**config.mk**
```make
export PLATFORM = sky130hd
export DESIGN_NAME = hid_descriptor_button_parser
export DESIGN_NICKNAME = d
export VERILOG_FILES = /design/src/hdp_pkg.sv /design/src/hdp_parser.sv /design/src/hid_descriptor_button_parser.sv
export VERILOG_INCLUDE_DIRS = /design/src /design/src/src
export SDC_FILE = /design/constraint.sdc
export NUM_CORES = 1
export LEC_CHECK = 0
export BUFFER_PORTS_ARGS = -buffer_cell sky130_fd_sc_hd__buf_2
export CAP_MARGIN = 40
export CORE_MARGIN = 4
export CORE_UTILIZATION = 24
export CTS_CLUSTER_DIAMETER = 120
export CTS_CLUSTER_SIZE = 40
export DETAILED_ROUTE_END_ITERATION = 7
export SLEW_MARGIN = 15
export SYNTH_ARGS = -nofsm -noshare
export SYNTH_HDL_FRONTEND = slang
export SYNTH_HIERARCHICAL = 1
export SYNTH_SLANG_ARGS = --single-unit
```
**constraint.sdc**
```tcl
create_clock -name clk_i -period 6.9 [get_ports clk_i]
set_input_delay 1.38 -clock clk_i [delete_from_list [all_inputs] [get_ports clk_i]]
set_output_delay 1.38 -clock clk_i [all_outputs]
set_load 0.02 [all_outputs]
```
**src/hid_descriptor_button_parser_macros.svh**
```systemverilog
// ----------------------------------------------------------------------------
// HID descriptor button parser assertion macros
// Shared concurrent assertion shorthands for the parser RTL.
// ----------------------------------------------------------------------------
`ifndef HID_DESCRIPTOR_BUTTON_PARSER_MACROS_SVH
`define HID_DESCRIPTOR_BUTTON_PARSER_MACROS_SVH

`ifndef NO_ASSERTIONS
// Same-cycle implication, disabled while reset is active.
`define HDP_ASSERT_IMPL(lbl, clk, rst_n, ante, cons) \
  lbl: assert property (@(posedge clk) disable iff (!rst_n) (ante) |-> (cons)) \
    else $error("assertion failed");
// Next-cycle implication, disabled while reset is active.
`define HDP_ASSERT_NEXT(lbl, clk, rst_n, ante, cons) \
  lbl: assert property (@(posedge clk) disable iff (!rst_n) (ante) |=> (cons)) \
    else $error("assertion failed");
`else
`define HDP_ASSERT_IMPL(lbl, clk, rst_n, ante, cons)
`define HDP_ASSERT_NEXT(lbl, clk, rst_n, ante, cons)
`endif

`endif

```
**src/hdp_pkg.sv**
```systemverilog
// ----------------------------------------------------------------------------
// HID descriptor button parser package
// Payload types, parser phase codes and item field codes.
// ----------------------------------------------------------------------------
`default_nettype none

package hdp_pkg;

  // One descriptor byte request.
  typedef struct packed {
    logic [7:0] desc_byte;
    logic       end_of_descriptor;
  } hdp_in_t;

  // One parse result.
  typedef struct packed {
    logic       parse_status;
    logic [7:0] button_count;
  } hdp_out_t;

  // Parser phases.
  localparam logic [2:0] PH_HEADER     = 3'd0;
  localparam logic [2:0] PH_LONG_SIZE  = 3'd1;
  localparam logic [2:0] PH_LONG_TAG   = 3'd2;
  localparam logic [2:0] PH_LONG_DATA  = 3'd3;
  localparam logic [2:0] PH_SHORT_DATA = 3'd4;

  // Item header codes.
  localparam logic [3:0] LONG_TAG        = 4'hF;
  localparam logic [7:0] BUTTON_PAGE     = 8'h09;
  localparam logic [1:0] TYPE_GLOBAL     = 2'd1;
  localparam logic [1:0] TYPE_LOCAL      = 2'd2;
  localparam logic [3:0] GTAG_USAGE_PAGE = 4'd0;
  localparam logic [3:0] LTAG_USAGE_MIN  = 4'd1;
  localparam logic [3:0] LTAG_USAGE_MAX  = 4'd2;
  localparam logic [1:0] SIZE_CODE_FOUR  = 2'd3;
  localparam logic [2:0] SIZE_FOUR       = 3'd4;

endpackage

`default_nettype wire

```
**src/hdp_parser.sv**
```systemverilog
// ----------------------------------------------------------------------------
// HID descriptor button parser core
// Holds the item parser state and advances it by one byte per step.
// ----------------------------------------------------------------------------
`default_nettype none
`include "hid_descriptor_button_parser_macros.svh"

module hdp_parser (
  input  wire logic           clk_i,
  input  wire logic           rst_ni,
  input  wire logic           step_i,
  input  wire hdp_pkg::hdp_in_t byte_i,
  output hdp_pkg::hdp_out_t   res_o
);
  import hdp_pkg::*;

  logic [2:0] phase_q, phase_d;
  logic [7:0] left_q, left_d;
  logic [1:0] type_q, type_d;
  logic [3:0] tag_q, tag_d;
  logic [2:0] size_q, size_d;
  logic [7:0] fdb_q, fdb_d;
  logic       page_q, page_d;
  logic [7:0] min_q, min_d;
  logic [7:0] max_q, max_d;
  logic       err_q, err_d;

  logic       a_apply;
  logic [1:0] a_type;
  logic [3:0] a_tag;
  logic [2:0] a_size;
  logic [7:0] a_fdb;
  logic [7:0] a_low;
  logic [7:0] b;

  assign b = byte_i.desc_byte;

  // Next-state logic for one descriptor byte.
  always_comb begin
    phase_d = phase_q;
    left_d  = left_q;
    type_d  = type_q;
    tag_d   = tag_q;
    size_d  = size_q;
    fdb_d   = fdb_q;
    page_d  = page_q;
    min_d   = min_q;
    max_d   = max_q;
    err_d   = err_q;
    a_apply = 1'b0;
    a_type  = type_q;
    a_tag   = tag_q;
    a_size  = size_q;
    a_fdb   = fdb_q;
    a_low   = 8'd0;
    res_o   = '0;

    if (step_i && !err_q) begin
      case (phase_q)
        PH_LONG_SIZE: begin
          left_d  = b;
          phase_d = PH_LONG_TAG;
        end
        PH_LONG_TAG: begin
          if (left_q == 8'd0) begin
            err_d   = 1'b1;
            phase_d = PH_HEADER;
          end else begin
            phase_d = PH_LONG_DATA;
          end
        end
        PH_LONG_DATA: begin
          left_d = left_q - 8'd1;
          if (left_q == 8'd1) begin
            err_d   = 1'b1;
            phase_d = PH_HEADER;
          end
        end
        PH_SHORT_DATA: begin
          if (left_q == {5'd0, size_q}) begin
            a_fdb = b;
          end
          fdb_d  = a_fdb;
          left_d = left_q - 8'd1;
          if (left_q == 8'd1) begin
            a_apply = 1'b1;
            phase_d = PH_HEADER;
          end
        end
        default: begin
          // Item header: unused phase codes land here too.
          a_type = b[3:2];
          a_tag  = b[7:4];
          type_d = a_type;
          tag_d  = a_tag;
          if (a_tag == LONG_TAG) begin
            phase_d = PH_LONG_SIZE;
          end else begin
            a_size = (b[1:0] == SIZE_CODE_FOUR) ? SIZE_FOUR : {1'b0, b[1:0]};
            size_d = a_size;
            left_d = {5'd0, a_size};
            if (a_size == 3'd0) begin
              a_apply = 1'b1;
              phase_d = PH_HEADER;
            end else begin
              phase_d = PH_SHORT_DATA;
            end
          end
        end
      endcase
    end

    // Apply a completed short item.
    a_low = (a_size != 3'd0) ? a_fdb : 8'd0;
    if (a_apply) begin
      if (a_type == TYPE_GLOBAL && a_tag == GTAG_USAGE_PAGE) begin
        if (a_low == BUTTON_PAGE) begin
          page_d = 1'b1;
        end
      end else if (a_type == TYPE_LOCAL && a_size != 3'd0 && page_q) begin
        if (a_tag == LTAG_USAGE_MIN) begin
          min_d = a_low;
        end else if (a_tag == LTAG_USAGE_MAX) begin
          max_d = a_low;
        end
      end
    end

    // Result from the updated state.
    res_o.parse_status = err_d;
    res_o.button_count = err_d ? 8'd0 : (max_d - min_d + 8'd1);

    // The final byte returns everything to its reset values.
    if (step_i && byte_i.end_of_descriptor) begin
      phase_d = PH_HEADER;
      left_d  = 8'd0;
      type_d  = 2'd0;
      tag_d   = 4'd0;
      size_d  = 3'd0;
      fdb_d   = 8'd0;
      page_d  = 1'b0;
      min_d   = 8'd0;
      max_d   = 8'd0;
      err_d   = 1'b0;
    end
  end

  // Parser state registers.
  always_ff @(posedge clk_i or negedge rst_ni) begin
    if (!rst_ni) begin
      phase_q <= PH_HEADER;
      left_q  <= 8'd0;
      type_q  <= 2'd0;
      tag_q   <= 4'd0;
      size_q  <= 3'd0;
      fdb_q   <= 8'd0;
      page_q  <= 1'b0;
      min_q   <= 8'd0;
      max_q   <= 8'd0;
      err_q   <= 1'b0;
    end else begin
      phase_q <= phase_d;
      left_q  <= left_d;
      type_q  <= type_d;
      tag_q   <= tag_d;
      size_q  <= size_d;
      fdb_q   <= fdb_d;
      page_q  <= page_d;
      min_q   <= min_d;
      max_q   <= max_d;
      err_q   <= err_d;
    end
  end

  // The final byte leaves a clean parser behind.
  `HDP_ASSERT_NEXT(a_end_clears, clk_i, rst_ni, step_i && byte_i.end_of_descriptor,
    phase_q == PH_HEADER && !err_q && !page_q)
  // Once a long item has failed the parser sits at the header phase.
  `HDP_ASSERT_IMPL(a_err_parks, clk_i, rst_ni, err_q, phase_q == PH_HEADER)
  // Long data is only entered with bytes still owed.
  `HDP_ASSERT_IMPL(a_long_data_left, clk_i, rst_ni, phase_q == PH_LONG_DATA,
    left_q != 8'd0)

endmodule

`default_nettype wire

```
**src/hid_descriptor_button_parser.sv**
```systemverilog
// ----------------------------------------------------------------------------
// HID descriptor button parser
// Walks HID report descriptor bytes and reports the button usage range.
// ----------------------------------------------------------------------------
// Usage:
//   Descriptor bytes enter on the in channel (valid/ready), one request per
//   byte, with end_of_descriptor set on the final byte. Only that final byte
//   produces a request on the out channel: parse_status and button_count.
//   A final byte is accepted into the input register; its result is
//   loaded into the result register when that byte leaves the input
//   register, and is presented from there.
//   Throughput: one byte per cycle unless stalled; the parser state
//   update is a single pass of shallow logic from input register to state.
//   When the receiver stalls, bytes that are not final keep flowing; a final
//   byte waits in the input register until the result register is free,
//   and the in channel then holds ready low.
//   Reset clears the parser to the item header phase and empties both
//   registers. After each final byte the parser returns to its reset state
//   for the next descriptor.
// ----------------------------------------------------------------------------
`default_nettype none
`include "hid_descriptor_button_parser_macros.svh"

module hid_descriptor_button_parser (
  input  wire logic          clk_i,
  input  wire logic          rst_ni,
  input  wire logic          in_valid_i,
  output logic               in_ready_o,
  input  wire hdp_pkg::hdp_in_t in_data_i,
  output logic               out_valid_o,
  input  wire logic          out_ready_i,
  output hdp_pkg::hdp_out_t  out_data_o
);
  import hdp_pkg::*;

  logic     s1_valid_q, s1_valid_d;
  hdp_in_t  s1_data_q;
  logic     s1_adv;
  logic     out_valid_q, out_valid_d;
  hdp_out_t out_data_q;
  hdp_out_t res;

  // A final byte may only advance when the result register can take it.
  assign s1_adv     = s1_valid_q &
                      (~s1_data_q.end_of_descriptor | ~out_valid_q | out_ready_i);
  assign in_ready_o = ~s1_valid_q | s1_adv;
  assign s1_valid_d = in_ready_o ? in_valid_i : s1_valid_q;

  // Input register.
  always_ff @(posedge clk_i or negedge rst_ni) begin
    if (!rst_ni) begin
      s1_valid_q <= 1'b0;
    end else begin
      s1_valid_q <= s1_valid_d;
    end
  end

  always_ff @(posedge clk_i) begin
    if (in_valid_i && in_ready_o) begin
      s1_data_q <= in_data_i;
    end
  end

  hdp_parser u_parser (
    .clk_i  (clk_i),
    .rst_ni (rst_ni),
    .step_i (s1_adv),
    .byte_i (s1_data_q),
    .res_o  (res)
  );

  // Result register.
  always_comb begin
    out_valid_d = out_valid_q;
    if (s1_adv && s1_data_q.end_of_descriptor) begin
      out_valid_d = 1'b1;
    end else if (out_ready_i) begin
      out_valid_d = 1'b0;
    end
  end

  always_ff @(posedge clk_i or negedge rst_ni) begin
    if (!rst_ni) begin
      out_valid_q <= 1'b0;
    end else begin
      out_valid_q <= out_valid_d;
    end
  end

  always_ff @(posedge clk_i) begin
    if (s1_adv && s1_data_q.end_of_descriptor) begin
      out_data_q <= res;
    end
  end

  assign out_valid_o = out_valid_q;
  assign out_data_o  = out_data_q;

  // An error result never carries a button count.
  `HDP_ASSERT_IMPL(a_err_count, clk_i, rst_ni, out_valid_q && out_data_q.parse_status,
    out_data_q.button_count == 8'd0)
  // A fresh result comes only from a final byte leaving the input register.
  `HDP_ASSERT_IMPL(a_res_source, clk_i, rst_ni, $rose(out_valid_q),
    $past(s1_adv && s1_data_q.end_of_descriptor))
  // A final byte blocked by a stalled result also blocks the input.
  `HDP_ASSERT_IMPL(a_final_blocks, clk_i, rst_ni,
    s1_valid_q && s1_data_q.end_of_descriptor && out_valid_q && !out_ready_i,
    !in_ready_o)

endmodule

`default_nettype wire
```
Yosys cells after proc, flatten, opt, wreduce, memory -nomap -nowiden --
Index checks and enable logic that the tools add are counted. W data, S select, Z words.
Word-level totals: output and inout bits 11, register bits after elaboration 66, input bits 13
Operators by class: reduce and logical (&&, ||, !) cells 22, equality and inequality tests 16, add/sub/neg operators 3, multiplexer cells 54, bitwise logic cells 7
Operator list (count):
- $mux W8 | 19
- $mux W3 | 10
- $pmux W8 S3 | 1
- $mux W1 | 14
- $mux W4 | 3
- $reduce_bool A2 Y1 | 5
- $pmux W3 S3 | 1
- $add A8 B1 Y8 const B | 1
- $eq A8 B1 Y1 const B | 1
- $eq A8 B3 Y1 | 1
- $eq A8 B4 Y1 const B | 1
- $logic_not A8 Y1 | 1
- $mux W2 | 4
- $sub A8 B1 Y8 const B | 1
- $sub A8 B8 Y8 | 1
- $eq A3 B2 Y1 const B | 2
- $logic_and A1 B1 Y1 | 6
- $reduce_and A3 Y1 | 2
- $eq A2 B2 Y1 const B | 2
- $eq A4 B1 Y1 const B | 1
- $eq A4 B2 Y1 const B | 1
- $eq A4 B4 Y1 const B | 1
- $logic_not A4 Y1 | 1
- $ne A4 B4 Y1 const B | 1
- 16 further kinds | 21

Logic depth before layout (Yosys ltp) --
Gate-level depths: netlist of the first run.
depth after elaboration 15, gate-level depth with buffers 21

By module --
Netlist of the first run, hierarchy kept.
By module, submodules not included:
- hdp_parser | cells each 359, sequential area each 1151.1 um2, instances 1, area each 3106.7 um2
- hid_descriptor_button_parser | cells each 28, sequential area each 590.6 um2, instances 1, area each 646.9 um2

Worst setup path after synthesis of the first run --
Ideal clock, no wire load.
path kind input -> register, from input port out_ready_i, to register out_data_q (netlist bit out_data_o[7]) (data pin), path buffers 2, arrival time 5255 ps, setup time 142 ps, path slack 1504 ps, cell stages on the path 19, path through nor2b_1 > a21boi_1 > nand2b_1 > a21oi_4 > buf_4 > mux2i_1 > nand2_1 > nor2_2 > buf_2 > a21oi_1 > ha_1 > ha_1 > nor2b_1 > o31a_1 > or4b_2 > nand3_1 > o211ai_1 > a22o_1 > a21oi_2
Between the ends: longest elaborated chain between the ends 13
RTL lines:
- from (decl) | RTL line hid_descriptor_button_parser.sv:31 | input wire logic out_ready_i,
- $or A1 B1 Y1 * | RTL line hid_descriptor_button_parser.sv:45 | (~s1_data_q.end_of_descriptor | ~out_valid_q | out_ready_i);
- $and A1 B1 Y1 * | RTL line hid_descriptor_button_parser.sv:44 | assign s1_adv = s1_valid_q &
- named net s1_adv | RTL line hid_descriptor_button_parser.sv:38 | logic s1_adv;
- $logic_and A1 B1 Y1 * | RTL line hdp_parser.sv:58 | if (step_i && !err_q) begin
- $mux W3 | RTL line hdp_parser.sv:58
- $reduce_bool A3 Y1 | RTL line hdp_parser.sv:114, hdp_parser.sv:120
- $mux W8 | RTL line hdp_parser.sv:114 | a_low = (a_size != 3'd0) ? a_fdb : 8'd0;
- $mux W8 | RTL line hdp_parser.sv:123 | end else if (a_tag == LTAG_USAGE_MAX) begin
- $mux W8 | RTL line hdp_parser.sv:121 | if (a_tag == LTAG_USAGE_MIN) begin
- $mux W8 | RTL line hdp_parser.sv:120 | end else if (a_type == TYPE_LOCAL && a_size != 3'd0 && page_q) begin
- $mux W8 | RTL line hdp_parser.sv:116 | if (a_type == TYPE_GLOBAL && a_tag == GTAG_USAGE_PAGE) begin
- $mux W8 | RTL line hdp_parser.sv:115 | if (a_apply) begin
- $sub A8 B8 Y8 | RTL line hdp_parser.sv:131 | res_o.button_count = err_d ? 8'd0 : (max_d - min_d + 8'd1);
- $add A8 B1 Y8 | RTL line hdp_parser.sv:131
- to (signal assigned) | RTL line hid_descriptor_button_parser.sv:92 | out_data_q <= res;
- to (decl) | RTL line hid_descriptor_button_parser.sv:40 | hdp_out_t out_data_q;
Mark *: on every way through the listed nets, which the timed path passes. The rest lies on a longest branch. A chain may end at the register's enable or synchronous reset.

Worst setup path in the final report of the first run --
Same ends and word-level chain as after synthesis.

==> results of run 1 <==
worst max-delay path: cells and delay by family:
| kind | cells | cell delay (ps) |
|---|---|---|
| compound gates | 6 | 1490 |
| simple gates | 7 | 1700 |
| fa+ha+maj | 3 | 680 |
| buf+inv | 3 | 200 |
| mux | 2 | 600 |
cell usage after synthesis (3+ instances only):
| cell type | count |
|---|---|
| nor2b_1 | 11 |
| xnor2_1 | 4 |
| nor2_1 | 67 |
| inv_1 | 9 |
| and2_1 | 3 |
| nand4_1 | 3 |
| nor3_1 | 12 |
| nand3_1 | 5 |
| o22ai_1 | 4 |
| nand2b_1 | 6 |
| a21o_1 | 4 |
| buf_2 | 5 |
| nor4_1 | 5 |
| o21a_1 | 3 |
| dfrtp_1 | 48 |
| nand2_1 | 22 |
| a211oi_1 | 11 |
| mux2_2 | 5 |
| mux2i_1 | 21 |
| o21ai_0 | 19 |
| clkbuf_1 | 13 |
| edfxtp_1 | 18 |
| ha_1 | 16 |
| a21oi_1 | 31 |
| nor3b_1 | 3 |
flip-flops by register name (all words and copies together), names as in the netlist, 3 cells and up:
register	cells
out_data_o	9
s1_data_q	9
u_parser/fdb_q	8
u_parser/left_q	8
u_parser/max_q	8
u_parser/min_q	8
u_parser/phase_q	3
u_parser/size_q	3
u_parser/tag_q	4
area by class of cell:
cell class                 instances  share of cell area, %
timing repair buffer              31                   4.27
clock inverter                     2                  0.228
inverter                           9                  0.768
clock buffer                      14                   6.23
sequential                        66                   39.6
multi-input combinational        292                   42.9
tap                              211                   6.00
worst min-delay path by stage:
stage                                  from                 to  slack (ps)  cells after the start
after detailed placement  u_parser/min_q[4]  u_parser/min_q[4]         510                      2
after floorplan           u_parser/min_q[3]  u_parser/min_q[3]         480                      2
after CTS                 u_parser/min_q[0]  u_parser/min_q[0]         520                      2
after global routing      u_parser/min_q[0]  u_parser/min_q[0]         560                      2
final                     u_parser/min_q[0]  u_parser/min_q[0]         520                      2
after global placement    u_parser/min_q[3]  u_parser/min_q[3]         500                      2
cells by family after synthesis:
family                   Yosys count  synth area share, %
AND/OR/NAND/NOR                  152                 20.4
adder cells (fa/ha/maj)           17                 5.87
XOR/XNOR                           6                 1.40
AO/OA/AOI/OAI                     90                 15.1
buffers and inverters             29                 3.37
multiplexers                      27                 7.50
flip-flops                        66                 46.4
stage by stage:
stage	setup slack, ps	total power [µW]	area, µm²	util [%]	instances
6_report	1040	1210	4400	28.8	625
5_1_grt	592	1270	4400	28.8	625
4_1_cts	1060	1210	4400	28.8	625
3_5_place_dp	732	781	4110	27.0	609
3_3_place_gp	933	768	4070	26.7	605
2_1_floorplan	1500	711	3750	-	387
layer usage:
| layer | vias to the layer above | routed length [µm] | GRT usage [%] |
|---|---|---|---|
| li1 | 1432 | - | - |
| met1 | 1438 | 3670 | 12.0 |
| met2 | 71 | 4170 | 16.3 |
| met3 | 16 | 456 | 2.93 |
| met4 | 0 | 215 | 4.68 |
| met5 | - | 0 | 0 |
where the power goes:
group	switching, µW	leakage, µW	internal (µW)
Combinational	169	0.000844	111
Clock	157	0.000143	271
Sequential	55.2	0.000822	444
==> impl_metrics.py, run 1 <==
metrics = {
    "run_status": {
        "outcome": "completed",
    },
    "worst_hold_path": {
        "hp-class": "register to register",
    },
    "final_layout": {
        "nets": 439,
        "antenna_cells": 0,
        "drive_gt1_share_pct": 15.0,
        "seqCellArea_um2": 1740,
        "mostFrequentLayoutCells": "nor2_1 (67), dfrtp_1 (48), a21oi_1 (31), buf_2 (24), nand2_1 (22)",
        "final_common_cell": "nor2_1",
        "multi_input_area_um2": 1890,
        "syn_to_final_growth_pct": 17.1,
        "nFillCells": 1587,
    },
    "global_route": {
        "grt_overflow": 0,
        "first_global_vias": 2911,
        "grt_max_degree": 46,
        "grt.total_usage_pct": 9.96,
        "grt_pass1_wl_um": 14300,
        "antenna_found_initial": 0,
    },
    "timing": {
        "rsz0062_at_grt": "no",
        "setup_viol": 0,
        "drv_slew": 0,
        "post-route-period-util_pct": 84.9,
        "hold_viol": 0,
        "max_freq_mhz": 171,
        "final.setup_skew_ps": 2.96,
        "relSlewSlack_pct": 56.7,
        "setup_tns_ps": 0,
        "finalHoldWorstSlack_ps": 518,
        "tightestPinTransition_ps": 643,
        "fin_crit_ps": 5860,
    },
    "worst_setup_path": {
        "cp_max_fo": 14,
        "rr_endpoint": "out_data_o[7]",
        "cp_slowest_stage_delay_ps": 610,
        "startpoint": "out_ready_i",
        "path_cells": "buf_2 > nor2b_1 > a21boi_1 > nand2b_1 > a21oi_4 > mux2i_1 > nand4_4 > nor2_2 > mux2i_1 > ha_1 > inv_1 > ha_1 > inv_1 > fa_1 > nor2b_1 > o31a_1 > or4b_2 > nand3_1 > o211ai_1 > a22o_1 > a21oi_2",
        "cpMaxStageDelayCell": "or4b_2",
        "worstReg2RegStart": "u_parser/phase_q[2]",
        "worstSetupEndpointType": "register",
        "critPathKind": "primary input to register",
        "reg2reg_depth": 18,
        "cp-endpoint": "out_data_o[7]",
        "start_kind": "primary input",
        "cp.required_ps": 7090,
        "cp.arrival_ps": 6050,
        "r2r_slack_ps": 1650,
    },
    "clocking": {
        "cts_setup_buffers": 0,
        "ctsRootBufferMaster": "clkbuf_16",
        "clk_latency_ps": 330,
        "htreeDepth": 3,
        "cts_tree": "yes",
        "ctsResizeCount": 0,
        "cts.clk_slew.worst_paths_ps": 50,
        "cts_buffers": 9,
        "cts_buffer_depth": 2,
        "holdBufCountCts": 0,
        "cts_sinks": 66,
    },
    "synthesis": {
        "synthFlopType": "dfrtp_1",
        "synth_edf_count": 18,
        "synth.largest_area_cell": "dfrtp_1",
        "ys_seq_area_share_pct": 46.4,
        "yosysTopAreaCellShare_pct": 32.0,
        "yosys_warnings": 6,
        "synthCells": 387,
        "async_flop_share_pct": 72.7,
        "netlist_area_um2": 3750,
        "ys_seq_elements": 66,
        "synth_nets": 417,
        "synth_cell_type_count": 55,
        "synth_area_per_cell_um2": 9.70,
        "synthTopCellsByArea": "dfrtp_1 (32%), edfxtp_1 (14%), nor2_1 (6.7%)",
    },
    "floorplan": {
        "dieHeight_um": 133,
        "die_area_um2": 17700,
        "ios": 24,
        "start_util_pct": 24.6,
        "placementRows": 45,
        "fp.dieW_um": 133,
        "coreArea_um2": 15300,
    },
    "place": {
        "hpwl_um": 6220,
        "place_congestion": 0.898,
        "place.port_buffers": 23,
    },
    "pwr": {
        "peakVddDrop_mv": 0.112,
        "power_density_nw_per_um2": 274,
        "power.leakage_uw": 0.00181,
    },
    "routing": {
        "viasPerCell": 4.73,
        "wl_per_cell_um": 13.6,
        "ant_nets": 0,
        "firstDrtPassIters": 4,
        "routed-via-count": 2957,
        "drc_errors": 0,
        "drt-total-wl_um": 8520,
        "drt_iter0_drc": 177,
    },
    "flow_run": {
        "drv_cap": 0,
    },
}
Note: power is estimated with default switching activity, not from simulation.
==> run 2, diff against run 1 <==
==> constraint.sdc (replaced) <==
create_clock -name clk_i -period 5.9 [get_ports clk_i]
set_input_delay 1.18 -clock clk_i [delete_from_list [all_inputs] [get_ports clk_i]]
set_output_delay 1.18 -clock clk_i [all_outputs]
set_load 0.02 [all_outputs]
==> run 2 against run 1 <==
Power is 15% higher. Largest power group unchanged. Highest routed layer unchanged. Combinational power is 16% higher. Clock skew is 1.8 ps higher. Via count is 0.61% higher. Die area stayed put. Register-to-register slack worse by 830 ps. Sequential power is 17% higher.
==> impl_metrics.py, run 2 (synthesized netlist as in run 1, its figures left out) <==
metrics = {
    "worst_setup_path": {
        "start_kind": "primary input",
        "rr_endpoint": "out_data_o[7]",
        "path_common_cell": "ha_1",
        "path_cells": "buf_2 > nor2b_1 > a21boi_1 > nand2b_1 > a21oi_4 > mux2i_1 > nand4_4 > nor2_2 > buf_4 > nor2_1 > a21oi_1 > ha_1 > ha_1 > o21a_1 > o31a_1 > or4b_2 > nand3_1 > o211ai_1 > a22o_1 > a21oi_2",
        "worstReg2RegStart": "u_parser/phase_q[2]",
        "cp.required_ps": 6080,
        "worstSetupEndpointType": "register",
        "cp_max_fo": 11,
        "cpMaxStageDelayCell": "or4b_2",
        "cp.arrival_ps": 5660,
        "r2r_slack_ps": 820,
        "cp_slowest_stage_delay_ps": 630,
        "reg2reg_depth": 17,
        "critPathKind": "primary input to register",
    },
    "floorplan": {
        "dieHeight_um": 133,
        "start_util_pct": 24.6,
        "die_area_um2": 17700,
        "fp.dieW_um": 133,
        "ios": 24,
        "placementRows": 45,
        "coreArea_um2": 15300,
    },
    "clocking": {
        "holdBufCountCts": 0,
        "cts_setup_buffers": 0,
        "cts_buffer_depth": 2,
        "htreeDepth": 3,
        "cts_tree": "yes",
        "ctsRootBufferMaster": "clkbuf_16",
        "cts_buffers": 9,
        "clk_latency_ps": 330,
        "cts_sinks": 66,
        "cts.clk_slew.worst_paths_ps": 50,
        "ctsResizeCount": 0,
    },
    "final_layout": {
        "nets": 441,
        "antenna_cells": 0,
        "mostFrequentLayoutCells": "nor2_1 (67), dfrtp_1 (48), a21oi_1 (31), buf_2 (23), nand2_1 (22)",
        "final_common_cell": "nor2_1",
        "syn_to_final_growth_pct": 17.0,
        "drive_gt1_share_pct": 15.1,
        "fin_cells": 627,
    },
    "routing": {
        "viasPerCell": 4.74,
        "met1Wirelength_um": 3670,
        "drt_iter0_drc": 191,
        "met3_length_um": 440,
        "routed-via-count": 2975,
        "wl_per_cell_um": 13.5,
        "drt-total-wl_um": 8480,
        "top_layer_used": "met4",
        "routed-wl-met2_um": 4150,
        "firstDrtPassIters": 5,
        "drc_errors": 0,
        "ant_nets": 0,
    },
    "pwr": {
        "peakVddDrop_mv": 0.126,
        "power.leakage_uw": 0.00181,
        "fin_total_pwr_uw": 1380,
        "power_density_nw_per_um2": 315,
    },
    "global_route": {
        "first_global_vias": 2911,
        "grt_pass1_wl_um": 14100,
        "grt.total_usage_pct": 9.92,
        "antenna_found_initial": 0,
        "grt_max_degree": 46,
        "grt_overflow": 0,
    },
    "timing": {
        "final.setup_skew_ps": 4.76,
        "post-route-period-util_pct": 92.8,
        "relSlewSlack_pct": 58.9,
        "max_freq_mhz": 183,
        "hold_viol": 0,
        "rsz0062_at_grt": "no",
        "setup_viol": 0,
        "tightestPinTransition_ps": 617,
        "fin_crit_ps": 5480,
        "setup_tns_ps": 0,
        "drv_slew": 0,
    },
    "run_status": {
        "outcome": "completed",
    },
    "worst_hold_path": {
        "hold_depth": 2,
        "min_to": "u_parser/min_q[0]",
        "hp-class": "register to register",
        "min_from": "u_parser/min_q[0]",
    },
    "place": {
        "dp_cells": 610,
        "place.port_buffers": 23,
        "hpwl_um": 6200,
        "place_congestion": 0.864,
    },
    "flow_run": {
        "drv_cap": 0,
    },
}
## run 2: changes by cell type in the layout (fill, tap and decap cells not counted), sizes merged
cell    delta
clkinv     +1
buf        +1
## run 2: power by group
part / switching, µW / internal [µW]
clock: 179 / 293
combinational: 195 / 131
sequential: 64.4 / 519
total: 439 / 944
## run 2: how the worst max path moves through the flow
| stage | endpoint | slack (ps) | from |
|---|---|---|---|
| global placement | out_data_o[7] | 280 | out_ready_i |
| floorplan | out_data_o[7] | 700 | out_ready_i |
| finish | out_data_o[7] | 420 | out_ready_i |
| global route | out_data_o[7] | 60 | out_ready_i |
| CTS | out_data_o[7] | 440 | out_ready_i |
| detailed placement | out_data_o[7] | 140 | out_ready_i |
## run 2: layer usage
metal,vias up,global-route usage (%)
li1,1438,-
met1,1455,11.7
met2,68,16.5
met3,14,2.55
met4,0,5.43
met5,-,0
## run 2: per-stage QoR
step	area, µm²	util (%)	setup slack [ps]	hold WS, ps
final	4390	28.8	424	510
after global routing	4390	28.8	57.2	553
after CTS	4390	28.8	443	519
after detailed placement	4120	27.0	138	504
after global placement	4090	26.8	278	500
after floorplan	3750	-	704	476
## run 2: worst max-delay path: cells and delay by family
family,cells,cell delay (ps)
AO/OA/AOI/OAI,8,1510
buffers and inverters,2,330
multiplexers,1,400
AND/OR/NAND/NOR,7,1660
adder cells (fa/ha/maj),2,600
## run 2: final cells by class
class | instances | area (µm²)
Multi-Input combinational cell | 292 | 1890
Tap cell | 211 | 264
Timing Repair Buffer | 33 | 203
Inverter | 9 | 33.8
Sequential cell | 66 | 1740
Clock inverter | 3 | 15.0
Clock buffer | 13 | 250
Fill cell | 1597 | 10900
==> run 3, diff against run 2 <==
--- a/config.mk
+++ b/config.mk
@@ -8,11 +8,12 @@
 export LEC_CHECK = 0
 export BUFFER_PORTS_ARGS = -buffer_cell sky130_fd_sc_hd__buf_2
 export CAP_MARGIN = 40
-export CORE_MARGIN = 4
+export CORE_MARGIN = 1
 export CORE_UTILIZATION = 24
 export CTS_CLUSTER_DIAMETER = 120
 export CTS_CLUSTER_SIZE = 40
 export DETAILED_ROUTE_END_ITERATION = 7
+export GPL_TIMING_DRIVEN = 0
 export SLEW_MARGIN = 15
 export SYNTH_ARGS = -nofsm -noshare
 export SYNTH_HDL_FRONTEND = slang
==> run 3 against run 2 <==
Global-route usage rose by 2.2 points. Final cell count rose by 1.9%. Non-clock buffer count grew 12. Via count up 1.3%. Worst hold slack better by 9.9 ps. Critical path depth shrank 1. Worst setup slack worse by 65 ps. Largest power group unchanged. Power increased by 7.0%. Core utilization rose by 0.56 points. Count of clock-buffer cells in the layout down 3.
==> impl_metrics.py, run 3 (synthesized netlist as in run 1, its figures left out) <==
metrics = {
    "routing": {
        "routed-wl-met2_um": 4580,
        "routed-via-count": 3013,
        "top_layer_used": "met4",
        "drc_errors": 0,
        "ant_nets": 0,
        "drt_iter0_drc": 149,
        "drt-total-wl_um": 8990,
        "viasPerCell": 4.72,
        "met3_length_um": 309,
        "firstDrtPassIters": 4,
        "wl_per_cell_um": 14.1,
        "met1Wirelength_um": 3880,
    },
    "timing": {
        "setup_tns_ps": 0,
        "drv_slew": 0,
        "setup_viol": 0,
        "fin_crit_ps": 5540,
        "hold_viol": 0,
        "max_freq_mhz": 180,
        "worst_slack_ps": 359,
        "post-route-period-util_pct": 93.9,
        "rsz0062_at_grt": "no",
        "relSlewSlack_pct": 44.4,
        "final.setup_skew_ps": 8.17,
        "tightestPinTransition_ps": 826,
    },
    "worst_setup_path": {
        "path_cells": "buf_2 > nor2b_1 > a21boi_1 > nand2b_2 > a21oi_4 > buf_4 > mux2i_1 > nand4_1 > buf_2 > a21oi_1 > ha_1 > ha_1 > nor2b_1 > o31a_1 > or4b_2 > nand3_1 > o211ai_1 > a22o_1 > a21oi_2",
        "path_delay_family": "compound AO/OA/AOI/OAI gates",
        "worst-path-buf-inv": 3,
        "rr_endpoint": "out_data_o[7]",
        "critPathKind": "primary input to register",
        "cp_max_fo": 10,
        "cpMaxStageDelayCell": "or4b_2",
        "cp.arrival_ps": 5710,
        "worstSetupEndpointType": "register",
        "reg2reg_depth": 18,
        "cp_slowest_stage_delay_ps": 610,
        "cp.required_ps": 6070,
        "worstReg2RegStart": "out_valid_o",
        "r2r_slack_ps": 800,
        "startpoint": "out_ready_i",
        "start_kind": "primary input",
    },
    "pwr": {
        "peakVddDrop_mv": 0.134,
        "p_switching_uw": 454,
        "combPwrFrac_pct": 24.5,
        "power_density_nw_per_um2": 330,
        "p_sw_share_pct": 30.7,
        "power.leakage_uw": 0.00184,
        "p_int_uw": 1030,
        "fin_total_pwr_uw": 1480,
        "seqPwrFrac_pct": 37.8,
        "p_clk_share_pct": 37.7,
    },
    "final_layout": {
        "nets": 453,
        "nFillCells": 1592,
        "syn_to_final_growth_pct": 19.3,
        "fin_cells": 639,
        "antenna_cells": 0,
        "mostFrequentLayoutCells": "nor2_1 (67), dfrtp_1 (48), a21oi_1 (31), buf_2 (28), nand2_1 (22)",
        "drive_gt1_share_pct": 15.0,
        "final_common_cell": "nor2_1",
    },
    "global_route": {
        "grt_overflow": 0,
        "grt_max_degree": 34,
        "grt.total_usage_pct": 12.1,
        "first_global_vias": 3097,
        "grt_pass1_wl_um": 15100,
        "antenna_found_initial": 0,
    },
    "clocking": {
        "cts.clk_slew.worst_paths_ps": 50,
        "cts_buffer_depth": 2,
        "cts_buffers": 9,
        "htreeDepth": 3,
        "ctsRootBufferMaster": "clkbuf_16",
        "clk_latency_ps": 330,
        "holdBufCountCts": 0,
        "cts_tree": "yes",
        "cts_sinks": 66,
    },
    "worst_hold_path": {
        "hold_depth": 2,
        "min_to": "u_parser/min_q[3]",
        "min_from": "u_parser/min_q[3]",
        "hp-class": "register to register",
    },
    "place": {
        "hpwl_um": 6600,
        "place.port_buffers": 23,
        "dp_cells": 623,
        "place_ws_ps": -106,
        "place_congestion": 0.872,
    },
    "floorplan": {
        "placementRows": 45,
        "fp.dieW_um": 127,
        "start_util_pct": 24.6,
        "coreArea_um2": 15300,
        "dieHeight_um": 127,
        "ios": 24,
        "die_area_um2": 16100,
    },
    "flow_run": {
        "drv_cap": 0,
    },
    "run_status": {
        "outcome": "completed",
    },
}
## run 3: cell count changes in the layout (fill, tap and decap cells not counted), sizes merged
cell / delta
bufinv: +2
clkinvlp: +1
buf: +1
clkdlybuf4s18: -1
clkbuf: +9
## run 3: worst max path at each step
stage,endpoint,depth (start not counted)
floorplan,out_data_o[7],19
global placement,out_data_o[7],20
detailed placement,out_data_o[7],20
CTS,out_data_o[7],20
global route,out_data_o[7],20
finish,out_data_o[7],19
## run 3: metrics by stage
step / hold WS, ps / instance area (µm²) / util [%]
5_1_grt: 550 / 4480 / 29.3
3_5_place_dp: 504 / 4160 / 27.3
4_1_cts: 524 / 4470 / 29.3
2_1_floorplan: 476 / 3750 / -
6_report: 520 / 4480 / 29.3
3_3_place_gp: 497 / 4130 / 27.1
## run 3: power groups by stage
stage | clock network, µW | logic (µW) | registers, µW
global placement | 0 | 346 | 564
detailed placement | 0 | 358 | 567
CTS | 571 | 361 | 559
global route | 589 | 405 | 566
floorplan | 0 | 274 | 558
finish | 557 | 362 | 560
## run 3: metal layers
layer	global-route usage, %	up-vias
met3	2.35	18
met1	13.8	1482
li1	-	1466
met2	21.6	47
met5	0	-
met4	6.37	0
## run 3: cell type report
| cell class | count | area [µm²] | area share (%) |
|---|---|---|---|
| Inverter | 9 | 33.8 | 0.754 |
| Sequential cell | 66 | 1740 | 38.9 |
| Tap cell | 211 | 264 | 5.90 |
| Timing Repair Buffer | 25 | 143 | 3.19 |
| Clock buffer | 10 | 229 | 5.11 |
| Clock inverter | 6 | 81.3 | 1.82 |
| Buffer | 20 | 92.6 | 2.07 |
| Multi-Input combinational cell | 292 | 1890 | 42.3 |
## run 3: what timing repair did
action	CTS	global route
buffers inserted	0	0
gates resized for setup	0	2
setup endpoints to repair	0	1
## run 3: worst min-delay path, stage by stage (launching register included)
cell and delay [ps]:
dfrtp_1 320, a21oi_1 80, nor2_1 80
